[src/rtl/lep_pkg.sv]
// shared types, register indexes and the color wheel for the led effect pixel engine
// used by lep_div and led_effect_pixel_engine; no dependencies
package lep_pkg;

    // configuration register indexes
    localparam logic [1:0] CFG_MODE   = 2'd0;
    localparam logic [1:0] CFG_SPREAD = 2'd1;
    localparam logic [1:0] CFG_CHANCE = 2'd2;
    localparam logic [1:0] CFG_FADE   = 2'd3;

    // effect modes; bit 1 set selects sparkle
    localparam logic [1:0] MODE_RAINBOW_UP   = 2'd0;
    localparam logic [1:0] MODE_RAINBOW_DOWN = 2'd1;
    localparam logic [1:0] MODE_SPARKLE      = 2'd2;

    // color channel slots, in the order they are faded
    localparam logic [1:0] CH_RED   = 2'd0;
    localparam logic [1:0] CH_GREEN = 2'd1;
    localparam logic [1:0] CH_BLUE  = 2'd2;

    typedef enum logic [2:0] {
        ST_CLEAR,
        ST_IDLE,
        ST_DIV,
        ST_FADE_GO,
        ST_FADE,
        ST_FINISH
    } lep_state_t;

    typedef struct packed {
        logic start;
        logic half;     // 8-bit dividend, half the steps
    } div_req_t;

    typedef struct packed {
        logic busy;
        logic done;
    } div_stat_t;

    // three-segment wheel, returns {red, green, blue}
    function automatic logic [23:0] color_wheel(input logic [7:0] pos);
        logic [7:0] p;
        logic [7:0] q;
        logic [7:0] t;
        logic [7:0] r;
        logic [7:0] g;
        logic [7:0] b;
        p = 8'd255 - pos;
        if (p < 8'd85) begin
            q = p;
        end
        else if (p < 8'd170) begin
            q = p - 8'd85;
        end
        else begin
            q = p - 8'd170;
        end
        t = 8'({2'b00, q} + {1'b0, q, 1'b0});
        if (p < 8'd85) begin
            r = 8'd255 - t;
            g = 8'd0;
            b = t;
        end
        else if (p < 8'd170) begin
            r = 8'd0;
            g = t;
            b = 8'd255 - t;
        end
        else begin
            r = t;
            g = 8'd255 - t;
            b = 8'd0;
        end
        return {r, g, b};
    endfunction

endpackage

[src/rtl/lep_div.sv]
// iterative restoring divider, 16-bit dividend by 8-bit divisor, two bits per cycle
// depends on lep_pkg for the request and status structs
module lep_div
    import lep_pkg::*;
(
    input  logic        clk,
    input  logic        rst_n,
    input  div_req_t    req,
    input  logic [15:0] dividend,
    input  logic [7:0]  divisor,
    output div_stat_t   stat,
    output logic [15:0] quotient,
    output logic [7:0]  remainder
);

    logic        busy_reg, busy_next;
    logic        done_reg, done_next;
    logic [2:0]  cnt_reg, cnt_next;
    logic [7:0]  rem_reg, rem_next;
    logic [15:0] quo_reg, quo_next;
    logic [7:0]  dsr_reg, dsr_next;

    logic [7:0]  rem_a, rem_b;
    logic [15:0] quo_a, quo_b;
    logic [8:0]  part_a, part_b;
    logic        ge_a, ge_b;

    // two dependent restoring steps per cycle
    always_comb
    begin
        part_a = {rem_reg, quo_reg[15]};
        ge_a   = part_a >= {1'b0, dsr_reg};
        rem_a  = ge_a ? 8'(part_a - {1'b0, dsr_reg}) : part_a[7:0];
        quo_a  = {quo_reg[14:0], ge_a};
        part_b = {rem_a, quo_a[15]};
        ge_b   = part_b >= {1'b0, dsr_reg};
        rem_b  = ge_b ? 8'(part_b - {1'b0, dsr_reg}) : part_b[7:0];
        quo_b  = {quo_a[14:0], ge_b};
    end

    always_comb
    begin
        busy_next = busy_reg;
        done_next = 1'b0;
        cnt_next  = cnt_reg;
        rem_next  = rem_reg;
        quo_next  = quo_reg;
        dsr_next  = dsr_reg;
        if (busy_reg)
        begin
            rem_next = rem_b;
            quo_next = quo_b;
            cnt_next = cnt_reg - 3'd1;
            if (cnt_reg == 3'd0)
            begin
                busy_next = 1'b0;
                done_next = 1'b1;
            end
        end
        else if (req.start)
        begin
            busy_next = 1'b1;
            rem_next  = 8'd0;
            dsr_next  = divisor;
            quo_next  = req.half ? {dividend[7:0], 8'h00} : dividend;
            cnt_next  = req.half ? 3'd3 : 3'd7;
        end
    end

    always_ff @(posedge clk or negedge rst_n)
    begin
        if (!rst_n)
        begin
            busy_reg <= 1'b0;
            done_reg <= 1'b0;
            cnt_reg  <= 3'd0;
        end
        else
        begin
            busy_reg <= busy_next;
            done_reg <= done_next;
            cnt_reg  <= cnt_next;
        end
    end

    always_ff @(posedge clk)
    begin
        rem_reg <= rem_next;
        quo_reg <= quo_next;
        dsr_reg <= dsr_next;
    end

    assign stat.busy = busy_reg;
    assign stat.done = done_reg;
    assign quotient  = quo_reg;
    assign remainder = rem_reg;

endmodule

[config.mk]
export PLATFORM = sky130hd
export DESIGN_NAME = lep_div
export DESIGN_NICKNAME = d
export VERILOG_FILES = /design/src/rtl/lep_pkg.sv /design/src/rtl/lep_div.sv
export SDC_FILE = /design/constraint.sdc
export NUM_CORES = 1
export LEC_CHECK = 0
export BUFFER_PORTS_ARGS = -buffer_cell sky130_fd_sc_hd__buf_4
export CAP_MARGIN = 20
export CELL_PAD_IN_SITES_DETAIL_PLACEMENT = 1
export CELL_PAD_IN_SITES_GLOBAL_PLACEMENT = 1
export CORE_ASPECT_RATIO = 0.7
export CORE_UTILIZATION = 45
export DETAILED_ROUTE_END_ITERATION = 8
export PLACE_DENSITY = 0.93
export SYNTH_ARGS = -nofsm -noshare
export SYNTH_HDL_FRONTEND = slang
export SYNTH_SLANG_ARGS = --single-unit
[constraint.sdc]
create_clock -name clk -period 11.4 [get_ports clk]
set_input_delay 0.57 -clock clk [delete_from_list [all_inputs] [get_ports clk]]
set_output_delay 0.57 -clock clk [all_outputs]
set_load 0.02 [all_outputs]
==> results of run 1 <==
==> final timing paths <==
check	start	to	slack (ps)	cells past startpoint
worst max-delay path	remainder[1]	remainder[4]	7020	14
worst max register to register	remainder[1]	remainder[4]	7020	14
min in group clk	divisor[2]	dsr_reg[2]	450	1
max in group asynchronous	rst_n	cnt_reg[0]	11230	1
worst min register to register	cnt_reg[0]	cnt_reg[0]	510	1
worst min-delay path	rst_n	done_reg	50	1
==> final cells by class <==
| cell class | count | share of cell area |
|---|---|---|
| Multi-Input combinational cell | 159 | 0.414 |
| Timing Repair Buffer | 53 | 0.135 |
| Inverter | 18 | 0.0230 |
| Tap cell | 69 | 0.0293 |
| Sequential cell | 37 | 0.369 |
| Clock inverter | 3 | 0.00595 |
| Clock buffer | 5 | 0.0234 |
==> critical path, cell delays in order, from the launching register on <==
cell and delay (ps):
edfxtp_1 450, ha_1 390, nor2_1 190, a21oi_2 80, o31ai_4 310, and3_1 430
mux2_2 420, ha_1 360, and3_1 170, a41o_1 250, nor2_1 80, o21ai_0 130
a211oi_4 510, mux2i_1 300, nor2_1 60
==> per-stage QoR <==
| stage | setup slack [ps] | hold slack (ps) | utilization | area [µm²] | instances |
|---|---|---|---|---|---|
| after detailed placement | 7100 | 378 | 0.575 | 2860 | 336 |
| final | 7020 | 53.4 | 0.592 | 2940 | 344 |
| after CTS | 7080 | 51.4 | 0.592 | 2940 | 344 |
| after global placement | 7290 | 377 | 0.575 | 2860 | 336 |
| after global routing | 6740 | 48.8 | 0.592 | 2940 | 344 |
| after floorplan | 7540 | 274 | - | 2420 | 222 |
==> cell usage in the layout, fill, tap and decap left out, types with 5 or more instances in the layout <==
master	count
buf_4	53
edfxtp_1	32
nor2_1	18
nand2_1	18
ha_1	18
inv_1	17
o21ai_0	17
mux2i_1	17
a21oi_1	10
xor2_1	5
mux2_2	5
a22o_1	5
xnor2_1	5
a211oi_1	5
dfrtp_1	5
clkbuf_8	5
==> layer usage <==
metal	up-vias	track usage	wire length, µm
li1	907	-	-
met1	933	0.360	3040
met2	66	0.370	2800
met3	7	0.0419	374
met4	0	0.0833	90
met5	-	0	0
==> logic make-up (layout without fill, tap and decap cells) <==
kind of cell	after synthesis	count (layout)
compound gates	52	52
xor+xnor	10	10
flops	37	37
buf+inv	26	79
mux	22	22
simple gates	55	55
fa+ha+maj	20	20
==> impl_results.md, run 1 <==
* Outcome: finished, final reports clean
* Clock Skew at just under 10 ps
* Top achievable clock speed at around 0.23 GHz
* Post-synth EDFFs at 32
* Largest family of logic cells by synthesized area: compound AO/OA/AOI/OAI gates
* Number of flip-flops in the largest register at 16
* Setup violators final at 0
* Final period utilization at 0.384
* Setup Buffers After CTS at 0
* DRT Pass-1 Iters at 4
* RSZ-0062 raised after global routing: no
* Asr flop ratio synth at 0.135
* Nets at 322
* Most common cell in the netlist: edfxtp_1
* Row count at 21
* RePlAce Congestion at 0.849
* P&R area growth vs syn at 21.6%
* Initial core utilization at 0.487
* Initial antenna violation count at 0
* Post-synthesis xor/xnor area fraction at 0.0362
* Compound-Gate Fraction of Synth Area at 0.156
* Simple-Gate Fraction of Synth Area at 0.108
* Layout cell share with drive strength beyond 1 at 0.280
* CTS tree: done
* CTS sink cnt at 37
* Die Ht at between 60 and 70 µm
* Post-Synth Adder-Cell Area at 0.110
* Seq cells post-synth at 37
* Synth Instances at roughly 220
* Post-Syn Area at 0.00242 mm²
* Crit-path max FO at 9
* Post-CTS Hold Fix Bufs at 0
* Fin Setup TNS at 0 ps
* Worst slew pin tran at approximately 1000 ps
* Crit. End Element: flop
* Synth Net Count at 270
* Sequential fraction of the synthesis area at 0.449
* Synth top area share at 0.397
* Max transition margin at 0.321
* Synth cell count leaders: edfxtp_1 (32), ha_1 (18), nand2_1 (18), nor2_1 (18)
* Skew-Pair Late Insertion Delay at 300 ps
* Max Root-Sink Buffers at 2
* Final min period at 4380 ps
* Max-cap viol count at 0
* Die area at 0.00568 mm²
* Die W at 89.6 µm
* Final Hold Vio Count at 0
* Top Ports at 54
* Cell type with the highest aggregate area in the netlist: edfxtp_1
* IO Port Bufs at 53
* Total CTS buffers at 5
* First-pass GRT wire length at 10,100 µm
* Multiplexer share of the synthesized area at 0.0936
* Multi-input logic area at 0.00122 mm²
* Synth unique cells at 40
* Root buf cell: clkbuf_8
* CP arrival at 4420 ps
* DR WL/cell at 18.3 µm
* Storage cell area at about 0.0011 mm²
* DRC Markers at 0
* WS Path Type: reg -> reg
* WL final at approximately 6300 µm
* DP Wirelength at 5000 µm
* Via density per instance at 5.56
* Core Area at slightly below 0.005 mm²
* Area contributors post-synth: edfxtp_1 (40%), ha_1 (9.3%), mux2i_1 (7.0%), dfrtp_1 (5.2%), o21ai_0 (3.5%)
* Most used DFF post-synth: edfxtp_1
* Largest net degree at the start of global routing at 36
* Hold Crit Class: in -> async
* Vias in the first global route at 1,931
* H-tree levels at 2
* Gr usage total at 0.247
* Crit start category: flop
* ANT nets after route at 0
* Global route overflow at 0
* DRT iter0 DRCs at 156
* YS warnings at 0
* Via count at 1,913
* Cts repair resizes at 0
* Worst EP required at ~11,000 ps
* Fillers at about 550
* Syn Area/Cell at 10.9 µm²
* Clock Pin Slew Worst Setup and Hold Paths at 80 ps
* Max Slew Vio Count at 0
* # diodes at 0
Power of run 1 is not shown: default switching activity piles up to over one toggle a cycle in this logic, so the estimate is an artifact.
==> run 2, diff against run 1 <==
--- a/config.mk
+++ b/config.mk
@@ -5,14 +5,15 @@
 export SDC_FILE = /design/constraint.sdc
 export NUM_CORES = 1
 export LEC_CHECK = 0
+export ABC_AREA = 1
 export BUFFER_PORTS_ARGS = -buffer_cell sky130_fd_sc_hd__buf_4
 export CAP_MARGIN = 20
 export CELL_PAD_IN_SITES_DETAIL_PLACEMENT = 1
 export CELL_PAD_IN_SITES_GLOBAL_PLACEMENT = 1
 export CORE_ASPECT_RATIO = 0.7
-export CORE_UTILIZATION = 45
+export CORE_UTILIZATION = 36
 export DETAILED_ROUTE_END_ITERATION = 8
-export PLACE_DENSITY = 0.93
+export PLACE_DENSITY = 0.85
 export SYNTH_ARGS = -nofsm -noshare
 export SYNTH_HDL_FRONTEND = slang
 export SYNTH_SLANG_ARGS = --single-unit
==> constraint.sdc (replaced) <==
create_clock -name clk -period 3.7 [get_ports clk]
set_input_delay 0.185 -clock clk [delete_from_list [all_inputs] [get_ports clk]]
set_output_delay 0.185 -clock clk [all_outputs]
set_load 0.02 [all_outputs]
==> impl_results.md, run 2 <==
* Hold WS at 68.3 ps (+14.9 ps)
* Clock Skew at 6.73 ps (-2.94 ps)
* Initial antenna violation count at 0 (unchanged)
* Hold path depth at 1
* Die W at 103 µm (+15%)
* Synth Instances at 320 (+44%)
* Vias in the first global route at 2,346 (+21%)
* Max Root-Sink Buffers at 2 (unchanged)
* Top Ports at 54 (unchanged)
* Synth top area share at 0.372 (-0.0252)
* DRT Pass-1 Iters at 4 (unchanged)
* Max transition margin at 0.355 (+0.0335)
* DR top layer: met4
* Final period utilization at 0.925 (+0.540)
* Synth Net Count at 368 (+36%)
* Crit-path max FO at 11 (+2)
* R2R Setup Slk at 280 ps (-6740 ps)
* Routed wl met3 at 422 µm (+13%)
* Via density per instance at 4.93 (-11%)
* Cell type with the highest aggregate area in the netlist: edfxtp_1
* Post-synth EDFFs at 32 (unchanged)
* WL final at 7490 µm (+19%)
* Skew-Pair Late Insertion Delay at 290 ps (about the same)
* Nets at 425 (+32%)
* Most frequent cells in the layout: nand2_1 (82), buf_4 (59), inv_1 (48)
* Final Hold Vio Count at 0 (unchanged)
* Global route overflow at 0 (unchanged)
* Top achievable clock speed at 0.292 GHz (+28%)
* HP Start: divisor[3]
* Max Slew Vio Count at 0 (unchanged)
* YS warnings at 0 (unchanged)
* Met1 WL at 3560 µm (+17%)
* CTS tree: done
* WHS Endpoint: dsr_reg[3]
* Most common cell in the netlist: nand2_1
* Post-Syn Area at 0.00258 mm² (+6.8%)
* DR WL/cell at 15.9 µm (-13%)
* Die Ht at 72.9 µm (+15%)
* Crit. End Element: flop
* Synth unique cells at 30 (-25%)
* Outcome: finished, final reports clean
* Core Area at 0.00685 mm² (+38%)
* CP arrival at 3480 ps (-940 ps)
* R2r worst-path depth at 19 (+5)
* Max-cap viol count at 0 (unchanged)
* P&R area growth vs syn at 24.2%
* Clock Pin Slew Worst Setup and Hold Paths at 70 ps (about the same)
* Total CTS buffers at 5 (unchanged)
* Area contributors post-synth: edfxtp_1 (37%), nand2_1 (12%), ha_1 (8.7%), inv_1 (7.0%), a21oi_1 (5.0%)
* ANT nets after route at 0 (unchanged)
* Syn Area/Cell at 8.07 µm² (-26%)
* Final Core Density at 0.468 (-0.124)
* RSZ-0062 raised after global routing: no
* IO Port Bufs at 53 (unchanged)
* Layout cell share with drive strength beyond 1 at 0.235 (-0.0446)
* DRC Markers at 0 (unchanged)
* Worst EP required at 3750 ps (-7690 ps)
* RePlAce Congestion at 0.847 (-0.20%)
* Asr flop ratio synth at 0.135 (unchanged)
* Worst slew pin tran at 966 ps (-51.3 ps)
* Setup violators final at 0 (unchanged)
* Gr usage total at 0.219 (-0.0287)
* WS Path Type: reg -> reg
* Largest net degree at the start of global routing at 29 (-19%)
* Hold Crit Class: in -> reg
* Via count at 2,329 (+22%)
* First-pass GRT wire length at 12,100 µm (+20%)
* Placed Instances at 461 (+37%)
* Die area at 0.00753 mm² (+33%)
* DP Wirelength at 5850 µm (+17%)
* Final min period at 3420 ps (-960 ps)
* Row count at 25 (+19%)
* Crit start category: flop
* Sequential fraction of the synthesis area at 0.420 (-0.0285)
* Number of flip-flops in the largest register at 16 (unchanged)
* Final instance count without filler cells at 472 (+37%)
* H-tree levels at 2 (unchanged)
* CTS sink cnt at 37 (unchanged)
* Seq cells post-synth at 37 (unchanged)
* Root buf cell: clkbuf_8
* Commonest non-fill, non-tap cell in the layout: nand2_1
* Fin Setup TNS at 0 ps (unchanged)
* Crit Reg-Reg Endpoint: remainder[1]
* # diodes at 0 (unchanged)
* Synth cell count leaders: nand2_1 (82), inv_1 (48), edfxtp_1 (32)
* WL met2 at 3430 µm (+22%)
* DRT iter0 DRCs at 191 (+22%)
* RR Startpoint: dsr_reg[4]
* Initial core utilization at 0.377 (-0.110)
* Most used DFF post-synth: edfxtp_1
-- run 2: cell types whose count changed in the layout (fill, tap and decap cells not counted), sizes merged, moves of 6 or more --
cell | before | now
buf | 53 | 59
mux2i | 17 | 0
nand3 | 1 | 24
a211oi | 6 | 0
inv | 17 | 48
nor2 | 18 | 33
nand2 | 18 | 92
o21ai | 18 | 7
a21oi | 12 | 27
-- run 2: layer usage --
metal | GRT usage | up-vias
li1 | - | 1146
met1 | 0.314 | 1122
met2 | 0.350 | 54
met3 | 0.0345 | 7
met4 | 0.0438 | 0
met5 | 0 | -
-- run 2: area by class of cell --
type | instances | area (µm²)
Clock inverter | 2 | 10.0
Clock buffer | 6 | 72.6
Multi-Input combinational cell | 225 | 1290
Timing Repair Buffer | 60 | 453
Inverter | 48 | 180
Sequential cell | 37 | 1090
Fill cell | 830 | 3640
Tap cell | 94 | 118
-- run 2: cells by family after synthesis --
logic type / Yosys count / share of synthesized area
AND/OR/NAND/NOR: 156 / 0.269
buffers and inverters: 58 / 0.0930
AO/OA/AOI/OAI: 40 / 0.0843
flip-flops: 37 / 0.420
adder cells (fa/ha/maj): 20 / 0.103
XOR/XNOR: 9 / 0.0305
-- run 2: per-stage QoR --
step           setup WS (ps)  cell area (µm²)
3_5_place_dp            92.5             3070
3_3_place_gp             291             3070
6_report                 279             3210
2_1_floorplan            485             2580
5_1_grt                 5.13             3210
4_1_cts                 55.9             3160
-- run 2: worst max path at each step --
stage,start,to,slack (ps),cells past startpoint
finish,dsr_reg[4],remainder[1],280,19
global route,dsr_reg[3],remainder[1],5,19
CTS,remainder[3],remainder[1],60,18
detailed placement,remainder[3],remainder[1],90,18
global placement,remainder[1],remainder[1],290,18
floorplan,remainder[2],remainder[0],490,19
-- run 2: what timing repair did --
action / 4_1_cts / 5_1_grt
setup endpoints to repair: 0 / 9
hold buffers: 1 / 0
buffers inserted: 0 / 2
hold endpoints to repair: 5 / 0
resized for setup: 0 / 8
-- run 2: critical path: stages (launching register included) --
cell and delay [ps]:
edfxtp_1 360, inv_1 150, ha_1 320, nand2_2 120, inv_1 40, nand2_1 90, nand3_2 170, a21oi_4 260
nand2_1 80, nand2_1 110, inv_1 60, ha_1 370, a21oi_2 150, nand2_1 110, nand2_1 110, nand3_2 110
a21oi_2 200, nand3_4 170, nor2_1 140, nor2_1 60
Power of run 2 is left out for the same reason.
==> run 3, diff against run 2 <==
==> constraint.sdc (replaced) <==
create_clock -name clk -period 3.7 [get_ports clk]
set_input_delay 0.555 -clock clk [delete_from_list [all_inputs] [get_ports clk]]
set_output_delay 0.555 -clock clk [all_outputs]
set_load 0.02 [all_outputs]
==> impl_results.md, run 3 (same netlist as run 2, synthesis figures left out) <==
* Outcome: finished, final reports clean
* Final Hold Vio Count at 0 (unchanged)
* Gr usage total at 0.217 (-0.00145)
* Layout cell share with drive strength beyond 1 at 0.236 (+0.000625)
* DP Wirelength at 5850 µm (unchanged)
* CP max-delay cell: ha_1
* DRT iter0 DRCs at 142 (-26%)
* Max-cap viol count at 0 (unchanged)
* WS Path Type: reg -> reg
* DRT Pass-1 Iters at 4 (unchanged)
* Crit. End Element: flop
* DRC Markers at 0 (unchanged)
* Critical-path cell list: inv_1 > ha_2 > nand2_2 > inv_1 > nand2_1 > nand3_2 > a21oi_4 > nand2_1 > nand2_1 > inv_1 > ha_1 > a21oi_2 > nand2_1 > nand2_1 > nand3_2 > a21oi_2 > nand3_4 > nor2_1 > nor2_1
* Die area at 0.00753 mm² (unchanged)
* Slowest stage delay, CP at 370 ps (about the same)
* CP arrival at 3480 ps (about the same)
* Crit path top cell by count: nand2_1
* Worst EP required at 3750 ps (about the same)
* Skew-Pair Late Insertion Delay at 290 ps (about the same)
* RSZ-0062 raised after global routing: no
* Row count at 25 (unchanged)
* Max Root-Sink Buffers at 2 (unchanged)
* Crit start category: flop
* Post-CTS Hold Fix Bufs at 0 (-1)
* CTS sink cnt at 37 (unchanged)
* Number of flip-flops in the largest register at 16 (unchanged)
* WL final at 7410 µm (-1.0%)
* Global route overflow at 0 (unchanged)
* Final min period at 3430 ps (+5.39 ps)
* Top delay family on crit path: simple AND/OR/NAND/NOR gates
* Placed Instances at 461 (unchanged)
* Vias in the first global route at 2,332 (-0.60%)
* Worst slew pin tran at 975 ps (+8.41 ps)
* Final instance count without filler cells at 471 (-0.21%)
* Setup violators final at 0 (unchanged)
* Nets at 424 (-0.24%)
* Initial core utilization at 0.377 (unchanged)
* First-pass GRT wire length at 12,000 µm (-0.80%)
* Initial antenna violation count at 0 (unchanged)
* P&R area growth vs syn at 23.8%
* IO Port Bufs at 53 (unchanged)
* Top Ports at 54 (unchanged)
* Largest net degree at the start of global routing at 29 (unchanged)
* WP buf/inv at 3 (unchanged)
* Hold Crit Class: in -> async
* Via density per instance at 4.92 (-0.30%)
* Core Area at 0.00685 mm² (unchanged)
* Final period utilization at 0.926 (+0.00146)
* H-tree levels at 2 (unchanged)
* Die Ht at 72.9 µm (unchanged)
* RePlAce Congestion at 0.847 (unchanged)
* Max transition margin at 0.349 (-0.00561)
* DR WL/cell at 15.7 µm (-0.83%)
* CTS tree: done
* Top achievable clock speed at 0.292 GHz (-0.16%)
* Max Slew Vio Count at 0 (unchanged)
* Fin Setup TNS at 0 ps (unchanged)
* Total CTS buffers at 5 (unchanged)
* Clock Skew at 8.31 ps (+1.58 ps)
* Clock Pin Slew Worst Setup and Hold Paths at 80 ps (about the same)
* ANT nets after route at 0 (unchanged)
* Commonest non-fill, non-tap cell in the layout: nand2_1
* Fillers at 831 (+0.12%)
* Root buf cell: clkbuf_8
* # diodes at 0 (unchanged)
* Most frequent cells in the layout: nand2_1 (82), buf_4 (59), inv_1 (48)
* Via count at 2,317 (-0.52%)
* Die W at 103 µm (unchanged)
* Crit-path max FO at 11 (unchanged)
## run 3: cell types whose count changed in the layout (fill, tap and decap cells not counted)
cell           change
dlygate4sd3_1      -1
## run 3: cell type report
type / count / area (µm²) / area share
inverters: 48 / 180 / 0.0563
multi-input cells: 225 / 1290 / 0.403
flip-flops and latches: 37 / 1090 / 0.339
clock inverters: 2 / 10.0 / 0.00313
repair buffers: 59 / 443 / 0.138
well taps: 94 / 118 / 0.0368
clock buffers: 6 / 72.6 / 0.0227
## run 3: per-stage QoR
| stage | area (µm²) | hold WS, ps | worst slack, ps | utilization |
|---|---|---|---|---|
| detailed placement | 3070 | 362 | 92.5 | 0.448 |
| finish | 3200 | 44.7 | 274 | 0.467 |
| global route | 3200 | 34.1 | 5.13 | 0.467 |
| global placement | 3070 | 361 | 291 | 0.448 |
| CTS | 3150 | 39.3 | 55.9 | 0.460 |
| floorplan | 2580 | 259 | 485 | - |
## run 3: worst register-to-register path: stages (launching register included)
cell      delay [ps]
edfxtp_1         360
inv_1            150
ha_2             340
nand2_2          100
inv_1             50
nand2_1           90
nand3_2          170
a21oi_4          260
nand2_1           80
nand2_1          120
inv_1             60
ha_1             370
a21oi_2          150
nand2_1          110
nand2_1          110
nand3_2          100
a21oi_2          200
nand3_4          180
nor2_1           150
nor2_1            60
## run 3: path summary, 6_finish.rpt
kind / from / to / slack [ps] / cells after the start
setup / recovery: dsr_reg[3] / remainder[1] / 270 / 19
hold / removal: rst_n / cnt_reg[2] / 40 / 1
setup reg to reg: dsr_reg[3] / remainder[1] / 270 / 19
hold reg to reg: cnt_reg[0] / cnt_reg[0] / 540 / 1
max in group asynchronous: rst_n / cnt_reg[0] / 3540 / 1
min in group clk: divisor[3] / dsr_reg[3] / 440 / 1
## run 3: what timing repair did
item	4_1_cts	5_1_grt
buffers inserted	0	2
setup endpoints to repair	0	9
resized for setup	0	8
## run 3: layer usage
layer / share of wire / wire (µm) / GRT usage / up-vias
li1: - / - / - / 1144
met1: 0.49 / 3620 / 0.313 / 1112
met2: 0.46 / 3380 / 0.347 / 55
met3: 0.045 / 333 / 0.0345 / 6
met4: 0.010 / 74 / 0.0438 / 0
met5: 0 / 0 / 0 / -
Power of run 3 is left out for the same reason.
